## src/sv/qau_pkg.sv

```systemverilog
// Shared constants, types and op codes for the quaternion arithmetic unit.
`default_nettype none
package qau_pkg;

  // Fixed point format: signed Q(31-FRAC_BITS).FRAC_BITS in 32-bit words
  localparam int FRAC_BITS = 16;
  localparam int W         = 32;
  // exact sum of four squares of 32-bit values needs 65 unsigned bits
  localparam int SW        = 65;
  // root of a 65-bit value, with one padding bit to make an even word
  localparam int RW        = 33;
  // divider numerator |a| << FRAC_BITS
  localparam int NUMW      = W + FRAC_BITS;
  // squared magnitude shifted down, used as the inverse divisor
  localparam int QW        = SW - FRAC_BITS;
  localparam int DW        = (QW > RW) ? QW : RW;
  // front to back queue
  localparam int QD        = 4;
  localparam int QPW       = 2;

  typedef enum logic [3:0] {
    OP_ADD   = 4'd0,
    OP_SUB   = 4'd1,
    OP_SCALE = 4'd2,
    OP_MUL   = 4'd3,
    OP_NEG   = 4'd4,
    OP_CONJ  = 4'd5,
    OP_SQMAG = 4'd6,
    OP_MAG   = 4'd7,
    OP_NORM  = 4'd8,
    OP_INV   = 4'd9,
    OP_DOT   = 4'd10,
    OP_NOP   = 4'd11
  } op_t;

  // Classification of one item, made by the front part
  typedef struct packed {
    op_t  op;
    logic qlane;  // quaternion result from the product lanes
    logic ssum;   // scalar result from lane 0 sum
    logic sroot;  // scalar result from the square root
    logic dnorm;  // quaternion result from divider, by root
    logic dinv;   // quaternion result from divider, by squared magnitude
  } cls_t;

  typedef struct packed {
    cls_t                cls;
    logic [3:0][W-1:0]   a;
    logic [3:0][W-1:0]   b;
    logic [W-1:0]        c;
  } item_t;

endpackage
`default_nettype wire

```

## src/sv/qau_fifo.sv

```systemverilog
// Short queue of classified items between the front and back parts.
`default_nettype none
module qau_fifo
  import qau_pkg::*;
(
  input  wire logic  clk,
  input  wire logic  rst_n,
  input  wire logic  wr_en,
  input  item_t      wr_item,
  output logic       full,
  input  wire logic  rd_en,
  output item_t      rd_item,
  output logic       empty
);

  item_t          mem_r [QD];
  logic [QPW-1:0] wr_ptr_r;
  logic [QPW-1:0] rd_ptr_r;
  logic [QPW:0]   cnt_r;
  logic           do_wr;
  logic           do_rd;

  assign full    = (cnt_r == (QPW+1)'(QD));
  assign empty   = (cnt_r == '0);
  assign do_wr   = wr_en && !full;
  assign do_rd   = rd_en && !empty;
  assign rd_item = mem_r[rd_ptr_r];

  // Advance pointers and count
  always_ff @(posedge clk) begin
    if (!rst_n) begin
      wr_ptr_r <= '0;
      rd_ptr_r <= '0;
      cnt_r    <= '0;
    end else begin
      if (do_wr) begin
        wr_ptr_r <= wr_ptr_r + 1'b1;
      end
      if (do_rd) begin
        rd_ptr_r <= rd_ptr_r + 1'b1;
      end
      if (do_wr && !do_rd) begin
        cnt_r <= cnt_r + 1'b1;
      end else if (do_rd && !do_wr) begin
        cnt_r <= cnt_r - 1'b1;
      end
    end
  end

  // Store a beat
  always_ff @(posedge clk) begin
    if (do_wr) begin
      mem_r[wr_ptr_r] <= wr_item;
    end
  end

endmodule
`default_nettype wire

```

## config.mk

```make
export PLATFORM = sky130hd
export DESIGN_NAME = qau_fifo
export DESIGN_NICKNAME = d
export VERILOG_FILES = /design/src/sv/qau_pkg.sv /design/src/sv/qau_fifo.sv
export SDC_FILE = /design/constraint.sdc
export NUM_CORES = 1
export LEC_CHECK = 0
export BUFFER_PORTS_ARGS = -buffer_cell sky130_fd_sc_hd__buf_2
export CAP_MARGIN = 20
export CELL_PAD_IN_SITES_DETAIL_PLACEMENT = 2
export CELL_PAD_IN_SITES_GLOBAL_PLACEMENT = 2
export CORE_AREA = 4 4 316 318
export DETAILED_ROUTE_END_ITERATION = 8
export DIE_AREA = 0 0 320 322
export GPL_TIMING_DRIVEN = 0
export PLACE_DENSITY_LB_ADDON = 0.1
export SLEW_MARGIN = 20
export SYNTH_ARGS = -nofsm -noshare
export SYNTH_HDL_FRONTEND = slang
export SYNTH_SLANG_ARGS = --single-unit
```

## constraint.sdc

```tcl
create_clock -name clk -period 9.8 [get_ports clk]
set_input_delay 0.49 -clock clk [delete_from_list [all_inputs] [get_ports clk]]
set_output_delay 0.49 -clock clk [all_outputs]
set_load 0.05 [all_outputs]
```

==> results_dict.tcl <==
set metrics [dict create \
    grt_pass1_vias 25200 \
    relSlewSlack_pct 49.1 \
    grt_util_met2_pct 45.9 \
    syn-instance-count 1599 \
    cts-root-buf "clkbuf_16" \
    syn_nets 1906 \
    grt_pass1_wl_mm 189 \
    clk_pin_slew_ns 0.06 \
    max_freq_ghz 0.299 \
    arrival_ns 3.76 \
    p_sw_w 0.00607 \
    hold_viol 0 \
    clock_latency_ns 0.75 \
    cellLeakagePower_nw 18.9 \
    startpoint_type "register" \
    vias 22100 \
    p_seq_share_pct 38.1 \
    n_fill_cell 7822 \
    status "complete, no violations" \
    dpl.hpwl_mm 81.2 \
    finalSetupViolCount 0 \
    required_ns 10.21 \
    power.internal_w 0.0107 \
    power.total_w 0.0168 \
    finish.net_count 2962 \
    grtUsageMet3_pct 6.71 \
    period_share_pct 34.1 \
    drt_wl_total_mm 133 \
    power_density_mw_per_mm2 300 \
    busiest_layer "met2" \
    initialDrtViolationCount 1947 \
    worst_slew_pin_slew_ns 0.763 \
    worstSetupEndpointType "register" \
    tritoncts "built" \
    pin_count 600 \
    via_per_inst 5.46 \
    routedWlPerCell_microns 32.8 \
    drc_errors 0 \
    power.share.switching_pct 36.2 \
    synthesis.area_sq_mm 0.0433 \
    cts_resized 0 \
    cts_buffers 130 \
    grtUsageMet1_pct 29.0 \
    dieArea_sq_mm 0.103 \
    synth_top_area_share_pct 82.3 \
    worst-setup-path-type "reg -> reg" \
    min_period_ns 3.35 \
    num_rows 114 \
    cap_violations 0 \
    track_usage_pct 25.7 \
    antenna_found_initial 22 \
    overflow 0 \
    fin_cells 4042 \
    area_growth_pct 28.9 \
    hold_class "in -> reg" \
    synth_area_leaders "edfxtp_1, mux4_2, buf_6" \
    dp_cells 3502 \
    detail-route-antenna-nets 0 \
    globalplace.congestion 0.730 \
    clkPwrFrac_pct 29.1 \
    fin_util_pct 57.8 \
    pwr-share-comb_pct 32.8 \
    portBuffers 598 \
    die_w_microns 320 \
    peakVddDrop_mv 0.193 \
    fin_skew_ns 0.0333 \
    post_cts_buffers 0 \
    clk_path_buf_depth 3 \
    grt_setup_unrepaired "false" \
    htreeDepth 4 \
    yosysTopAreaCell "edfxtp_1" \
    slew_violations 0 \
    synth_cell_types 22 \
    yosysWarnings 0 \
    dr.pass1.iters 5 \
    cts_sinks 1197 \
    coreArea_sq_mm 0.0966 \
    ys_seq_area_share_pct 82.8 \
    drive_gt1_share_pct 42.4 \
    initial_utilization_pct 44.9 \
    grt_max_degree 45 \
    crit_fanout 41 \
    die_h_microns 322 \
    syn_avg_cell_area_sq_um 27.1 \
    ys_seq_elements 1197 \
]
## cells in the mapped netlist
cell type     n
dfxtp_1       9
mux4_2      297
ha_1          5
or3_1         1
nor3_1        1
a21boi_0      1
nor2b_1       2
buf_2        33
and2_1        8
inv_1         3
nand2_1       4
edfxtp_1   1188
buf_6        27
o21ai_0       1
fa_1          1
o311ai_0      1
mux2i_1       3
xnor2_1       3
clkbuf_1      8
nor3b_1       1
o31ai_1       1
xor2_1        1
## kinds of logic after synthesis
family	count (synthesis)	synth area share, %
flip-flops	1197	82.8
multiplexers	300	15.5
buffers and inverters	71	1.18
AND/OR/NAND/NOR	17	0.222
adder cells (fa/ha/maj)	6	0.191
AO/OA/AOI/OAI	4	0.0664
XOR/XNOR	4	0.0809
## cell usage in the layout (no fill, tap or decap), types with 9 or more instances in the layout
cell type and count:
buf_16 25, buf_6 27, clkbuf_1 36, clkbuf_16 139, diode_2 21, dlygate4sd3_1 297, buf_2 631, clkinv_1 17
bufinv_16 10, clkinv_2 17, mux4_2 297, dfxtp_1 9, edfxtp_1 1188
## area by class of cell
| cell class | instances | area [sq um] | area share (%) |
|---|---|---|---|
| clock buffer | 168 | 3600 | 6.44 |
| sequential | 1197 | 35900 | 64.2 |
| tap | 1276 | 1600 | 2.86 |
| inverter | 3 | 11.3 | 0.0202 |
| antenna | 21 | 52.6 | 0.0941 |
| clock inverter | 54 | 531 | 0.950 |
| timing repair buffer | 924 | 6730 | 12.1 |
| buffer | 68 | 499 | 0.894 |
| multi-input combinational | 331 | 6970 | 12.5 |
## stage by stage
stage	area (sq um)	hold WS (ns)	setup WS, ns	setup TNS (ns)
floorplan	43300	0.468	1.25	0
CTS	55800	0.133	6.33	0
global placement	47900	0.477	-4.77	-5578.21
global route	55800	0.206	6.25	0
detailed placement	48700	0.526	6.45	0
finish	55800	0.176	6.45	0
## registers in the layout, indices dropped and copies added (netlist names), named ones only
register and flops:
rd_ptr_r 2, cnt_r 3, wr_ptr_r 2, mem_r 1188
## per-layer routing
layer,wire [microns],up-vias
met2,71300,855
met4,5850,6
li1,-,9137
met1,46600,11800
met5,41,-
met3,8800,260
## power groups by stage
stage	Clock (W)	Sequential, W	Combinational (W)
after floorplan	0	0.00656	0.00388
after global placement	0	0.00673	0.00521
after detailed placement	0	0.00647	0.00539
after CTS	0.00496	0.00639	0.00555
after global routing	0.00524	0.00643	0.00569
final	0.00489	0.00639	0.00550
## worst max-delay path: stages (launching register included)
cell and delay, ns:
dfxtp_1 0.49, nor3b_1 0.11, nor2b_1 0.15, clkbuf_1 0.37, and2_4 0.63, buf_16 0.32
buf_16 0.29, buf_16 0.28, buf_12 0.25
## worst paths after layout
| kind | startpoint | to | slack [ns] | cells after the start |
|---|---|---|---|---|
| hold / removal | rst_n | wr_ptr_r[1] | 0.18 | 3 |
| hold reg to reg | wr_ptr_r[1] | wr_ptr_r[1] | 0.52 | 2 |
| setup reg to reg | cnt_r[0] | mem_r[1][254] | 6.45 | 8 |
| setup / recovery | cnt_r[0] | mem_r[1][254] | 6.45 | 8 |
## timing repair
item | in CTS | in global routing
hold buffers | 297 | 0
hold endpoints to repair | 1184 | 0
endpoints found under the setup margin | 0 | 0
(Power assumes the default switching activity.)
