File: src/sv/qau_pkg.sv
// Shared constants, types and op codes for the quaternion arithmetic unit.
`default_nettype none
package qau_pkg;

  // Fixed point format: signed Q(31-FRAC_BITS).FRAC_BITS in 32-bit words
  localparam int FRAC_BITS = 16;
  localparam int W         = 32;
  // exact sum of four squares of 32-bit values needs 65 unsigned bits
  localparam int SW        = 65;
  // root of a 65-bit value, with one padding bit to make an even word
  localparam int RW        = 33;
  // divider numerator |a| << FRAC_BITS
  localparam int NUMW      = W + FRAC_BITS;
  // squared magnitude shifted down, used as the inverse divisor
  localparam int QW        = SW - FRAC_BITS;
  localparam int DW        = (QW > RW) ? QW : RW;
  // front to back queue
  localparam int QD        = 4;
  localparam int QPW       = 2;

  typedef enum logic [3:0] {
    OP_ADD   = 4'd0,
    OP_SUB   = 4'd1,
    OP_SCALE = 4'd2,
    OP_MUL   = 4'd3,
    OP_NEG   = 4'd4,
    OP_CONJ  = 4'd5,
    OP_SQMAG = 4'd6,
    OP_MAG   = 4'd7,
    OP_NORM  = 4'd8,
    OP_INV   = 4'd9,
    OP_DOT   = 4'd10,
    OP_NOP   = 4'd11
  } op_t;

  // Classification of one item, made by the front part
  typedef struct packed {
    op_t  op;
    logic qlane;  // quaternion result from the product lanes
    logic ssum;   // scalar result from lane 0 sum
    logic sroot;  // scalar result from the square root
    logic dnorm;  // quaternion result from divider, by root
    logic dinv;   // quaternion result from divider, by squared magnitude
  } cls_t;

  typedef struct packed {
    cls_t                cls;
    logic [3:0][W-1:0]   a;
    logic [3:0][W-1:0]   b;
    logic [W-1:0]        c;
  } item_t;

endpackage
`default_nettype wire

File: src/sv/qau_front.sv
// Front part: takes input beats, classifies the operation, feeds the queue.
`default_nettype none
module qau_front
  import qau_pkg::*;
(
  input  wire logic          clk,
  input  wire logic          rst_n,
  input  wire logic          push,
  output logic               full,
  input  wire logic [3:0]    in_mode,
  input  wire logic [W-1:0]  in_a_s,
  input  wire logic [W-1:0]  in_a_x,
  input  wire logic [W-1:0]  in_a_y,
  input  wire logic [W-1:0]  in_a_z,
  input  wire logic [W-1:0]  in_b_s,
  input  wire logic [W-1:0]  in_b_x,
  input  wire logic [W-1:0]  in_b_y,
  input  wire logic [W-1:0]  in_b_z,
  input  wire logic [W-1:0]  in_scale_in,
  output logic               fq_push,
  input  wire logic          fq_full,
  output item_t              fq_item
);

  logic  hold_v_r;
  item_t hold_r;
  item_t cls_item;
  logic  accept;

  // Decode the mode into an op and its result routing
  always_comb begin
    cls_item       = '0;
    cls_item.a     = {in_a_z, in_a_y, in_a_x, in_a_s};
    cls_item.b     = {in_b_z, in_b_y, in_b_x, in_b_s};
    cls_item.c     = in_scale_in;
    unique case (in_mode)
      OP_ADD:   cls_item.cls.op = OP_ADD;
      OP_SUB:   cls_item.cls.op = OP_SUB;
      OP_SCALE: cls_item.cls.op = OP_SCALE;
      OP_MUL:   cls_item.cls.op = OP_MUL;
      OP_NEG:   cls_item.cls.op = OP_NEG;
      OP_CONJ:  cls_item.cls.op = OP_CONJ;
      OP_SQMAG: cls_item.cls.op = OP_SQMAG;
      OP_MAG:   cls_item.cls.op = OP_MAG;
      OP_NORM:  cls_item.cls.op = OP_NORM;
      OP_INV:   cls_item.cls.op = OP_INV;
      OP_DOT:   cls_item.cls.op = OP_DOT;
      default:  cls_item.cls.op = OP_NOP;
    endcase
    cls_item.cls.qlane = cls_item.cls.op inside {OP_ADD, OP_SUB, OP_SCALE, OP_MUL,
                                                 OP_NEG, OP_CONJ};
    cls_item.cls.ssum  = cls_item.cls.op inside {OP_SQMAG, OP_DOT};
    cls_item.cls.sroot = (cls_item.cls.op == OP_MAG);
    cls_item.cls.dnorm = (cls_item.cls.op == OP_NORM);
    cls_item.cls.dinv  = (cls_item.cls.op == OP_INV);
  end

  assign full    = hold_v_r && fq_full;
  assign accept  = push && !full;
  assign fq_push = hold_v_r;
  assign fq_item = hold_r;

  // Hold one classified beat until the queue takes it
  always_ff @(posedge clk) begin
    if (!rst_n) begin
      hold_v_r <= 1'b0;
    end else if (accept) begin
      hold_v_r <= 1'b1;
    end else if (!fq_full) begin
      hold_v_r <= 1'b0;
    end
  end

  always_ff @(posedge clk) begin
    if (accept) begin
      hold_r <= cls_item;
    end
  end

endmodule
`default_nettype wire

File: config.mk
export PLATFORM = sky130hd
export DESIGN_NAME = qau_front
export DESIGN_NICKNAME = d
export VERILOG_FILES = /design/src/sv/qau_pkg.sv /design/src/sv/qau_front.sv
export SDC_FILE = /design/constraint.sdc
export NUM_CORES = 1
export LEC_CHECK = 0
export ABC_AREA = 1
export BUFFER_PORTS_ARGS = -buffer_cell sky130_fd_sc_hd__buf_2
export CORE_AREA = 2 2 230 232
export DETAILED_ROUTE_END_ITERATION = 6
export DIE_AREA = 0 0 232 234
export PLACE_DENSITY = 0.52
export SLEW_MARGIN = 20
export SYNTH_ARGS = -nofsm -noshare
export SYNTH_HDL_FRONTEND = slang
export SYNTH_SLANG_ARGS = --single-unit
File: constraint.sdc
create_clock -name clk -period 16 [get_ports clk]
set_input_delay 2.4 -clock clk [delete_from_list [all_inputs] [get_ports clk]]
set_output_delay 2.4 -clock clk [all_outputs]
set_load 0.05 [all_outputs]
==> summary.md <==
| Metric | Value |
|---|---|
| Worst slack, placed | `10230 ps` |
| Hold Crit Class | `flip-flop to flip-flop` |
| Num CTS Buffers | `34` |
| Die H | `~230 um` |
| Critical path launch point type | `input pin` |
| Post-route ant nets | `0` |
| CP required | `roughly 14000 ps` |
| Die width | `between 200 and 250 um` |
| Worst skew pair latency | `510 ps` |
| Total congestion overflow | `0` |
| CTS tree | `done` |
| Worst Setup End Kind | `output pin` |
| Flip-flop and latch count after synthesis | `298` |
| Fin util | `26.8%` |
| Setup TNS Final | `0 ps` |
| Post-DP HPWL | `between 20000 and 25000 um` |
| Leak Pwr | `slightly below 6 nW` |
| Initial DRC Count | `roughly 260` |
| Syn_nets | `614` |
| Post-cts sizing count | `0` |
| Initial antenna violation count | `3` |
| CTS root buf | `clkbuf_16` |
| Maxcap violations | `0` |
| Power per cell area | `approximately 140 nW/um^2` |
| Layout cell share with drive strength beyond 1 | `between 60% and 70%` |
| Final period util | `33.4%` |
| Post-synthesis sequential area ratio | `99.0%` |
| Floorplan row count | `between 80 and 90` |
| Synth warn | `0` |
| Syn Area/Cell | `~28 um^2` |
| I/O pins | `just under 600` |
| RSZ-0062 raised after global routing | `false` |
| Final setup margin | `about 11000 ps` |
| Synthesized area | `between 9000 and 10000 um^2` |
| Finished Layout Cells | `approximately 1700` |
| Reg clk slew, reported paths | `60 ps` |
| Clk buf depth | `3` |
| Placed Cells incl. Taps | `~1600` |
| Arr. time, crit path | `2940 ps` |
| Area of the core | `52000 um^2` |
| Die ar. | `approximately 54000 um^2` |
| Synth cell types | `11` |
| Initial Utilization | `17.3%` |
| Reg2reg setup slack | `12450 ps` |
| ANT cells | `0` |
| Setup Skew | `7.63 ps` |
| Post-Route WL | `between 20000 and 30000 um` |
| VDD IR-drop max | `roughly 0.083 mV` |
| Total power of the final layout | `between 1.5 and 2 mW` |
| Vias per inst | `around 3.4` |
| Drt first pass iters | `4` |
| Final hold vios | `0` |
| CTS Hold Bufs | `0` |
| H-tree Lvls | `2` |
| Post-DR wirelength/cell | `between 15 and 20 um` |
| Routed vias | `5639` |
| Number of global-route vias before repair | `~5700` |
| Final GP Congestion | `0.837` |
| Worst Max-Slew Pin Slew | `between 1000 and 1500 ps` |
| Largest net degree at the start of global routing | `80` |
| Post-route DRC | `0` |
| Slew Limit Headroom | `between 30% and 40%` |
| Fmax | `around 190 MHz` |
| Setup bufs post-CTS | `0` |
| Total Nets Final | `around 1200` |
| Final setup fails | `0` |
| I/O Buffers | `roughly 590` |
| Fin crit period | `5340 ps` |
| Total track usage | `8.94%` |
| First-pass GRT wire length | `about 35000 um` |
| Clock Sinks | `298` |
| Post-Synthesis Cells | `approximately 320` |
| Setup CP Type | `input pin to output pin` |
| Outcome | `complete, no violations` |
| Largest fanout on the critical path | `2` |
| Layout area overhead | `54.8%` |
| Max Slew Vio Count | `0` |
routing by layer:
metal | wire length (um) | global-route usage [%]
met3 | 2870 | 4.12
met4 | 800 | 3.91
met5 | 39 | 0
met1 | 9300 | 9.49
met2 | 13600 | 15.3
power breakdown:
part           leakage, nW  total [mW]  internal, mW  switching, mW
logic                 2.42       0.261        0.0546          0.206
clock network        0.527       0.737         0.445          0.292
registers             2.88       0.927         0.915         0.0119
cells by family after synthesis:
family | count (synthesis) | synth area share [%]
AND/OR/NAND/NOR | 12 | 0.554
AO/OA/AOI/OAI | 3 | 0.194
flip-flops | 298 | 99.0
buffers and inverters | 5 | 0.208
cells in the mapped netlist (all sizes together):
library cell,instances,share of area [%]
edfxtp,297,99
inv,5,0.21
nand2,5,0.24
nor2,5,0.21
a21boi,1,0.083
a21oi,1,0.055
dfxtp,1,0.22
nand3,1,0.055
nor3,1,0.055
o21ai,1,0.055
sequential cells by signal, indices dropped and copies added (netlist names):
register,cells
fq_push,1
fq_item,297
per-stage QoR:
stage,hold slack (ps),area (um^2)
CTS,525,14000
global route,545,14000
floorplan,707,9030
finish,527,14000
global placement,476,12900
detailed placement,519,12900
final cells by class:
class                           instances  area (um^2)
Sequential cell                       298         8940
Tap cell                              688          861
Clock buffer                           48          987
Clock inverter                         12         83.8
Inverter                                5         18.8
Timing Repair Buffer                  598         3000
Multi-Input combinational cell         15         75.1
Fill cell                            5362        38100
cells in the final DEF, fill, tap and decap left out, drive strengths merged:
cell type,n
clkbuf,48
nor2,5
buf,598
a21oi,1
o21ai,1
nand2,5
bufinv,1
clkinvlp,1
nand3,1
a21boi,1
nor3,1
dfxtp,1
inv,5
clkinv,10
edfxtp,297
worst max-delay path, cell delays in order:
cell     delay, ps
buf_2           80
nand2_1         70
inv_1          120
buf_2          280
final timing paths:
check | end | depth (start not counted) | from
worst min-delay path | fq_push | 2 | fq_push
worst max-delay path | full | 4 | fq_full
worst min register to register | fq_push | 2 | fq_push
worst max register to register | fq_item[245] | 6 | fq_push
Power figures use the tool's default switching activity.
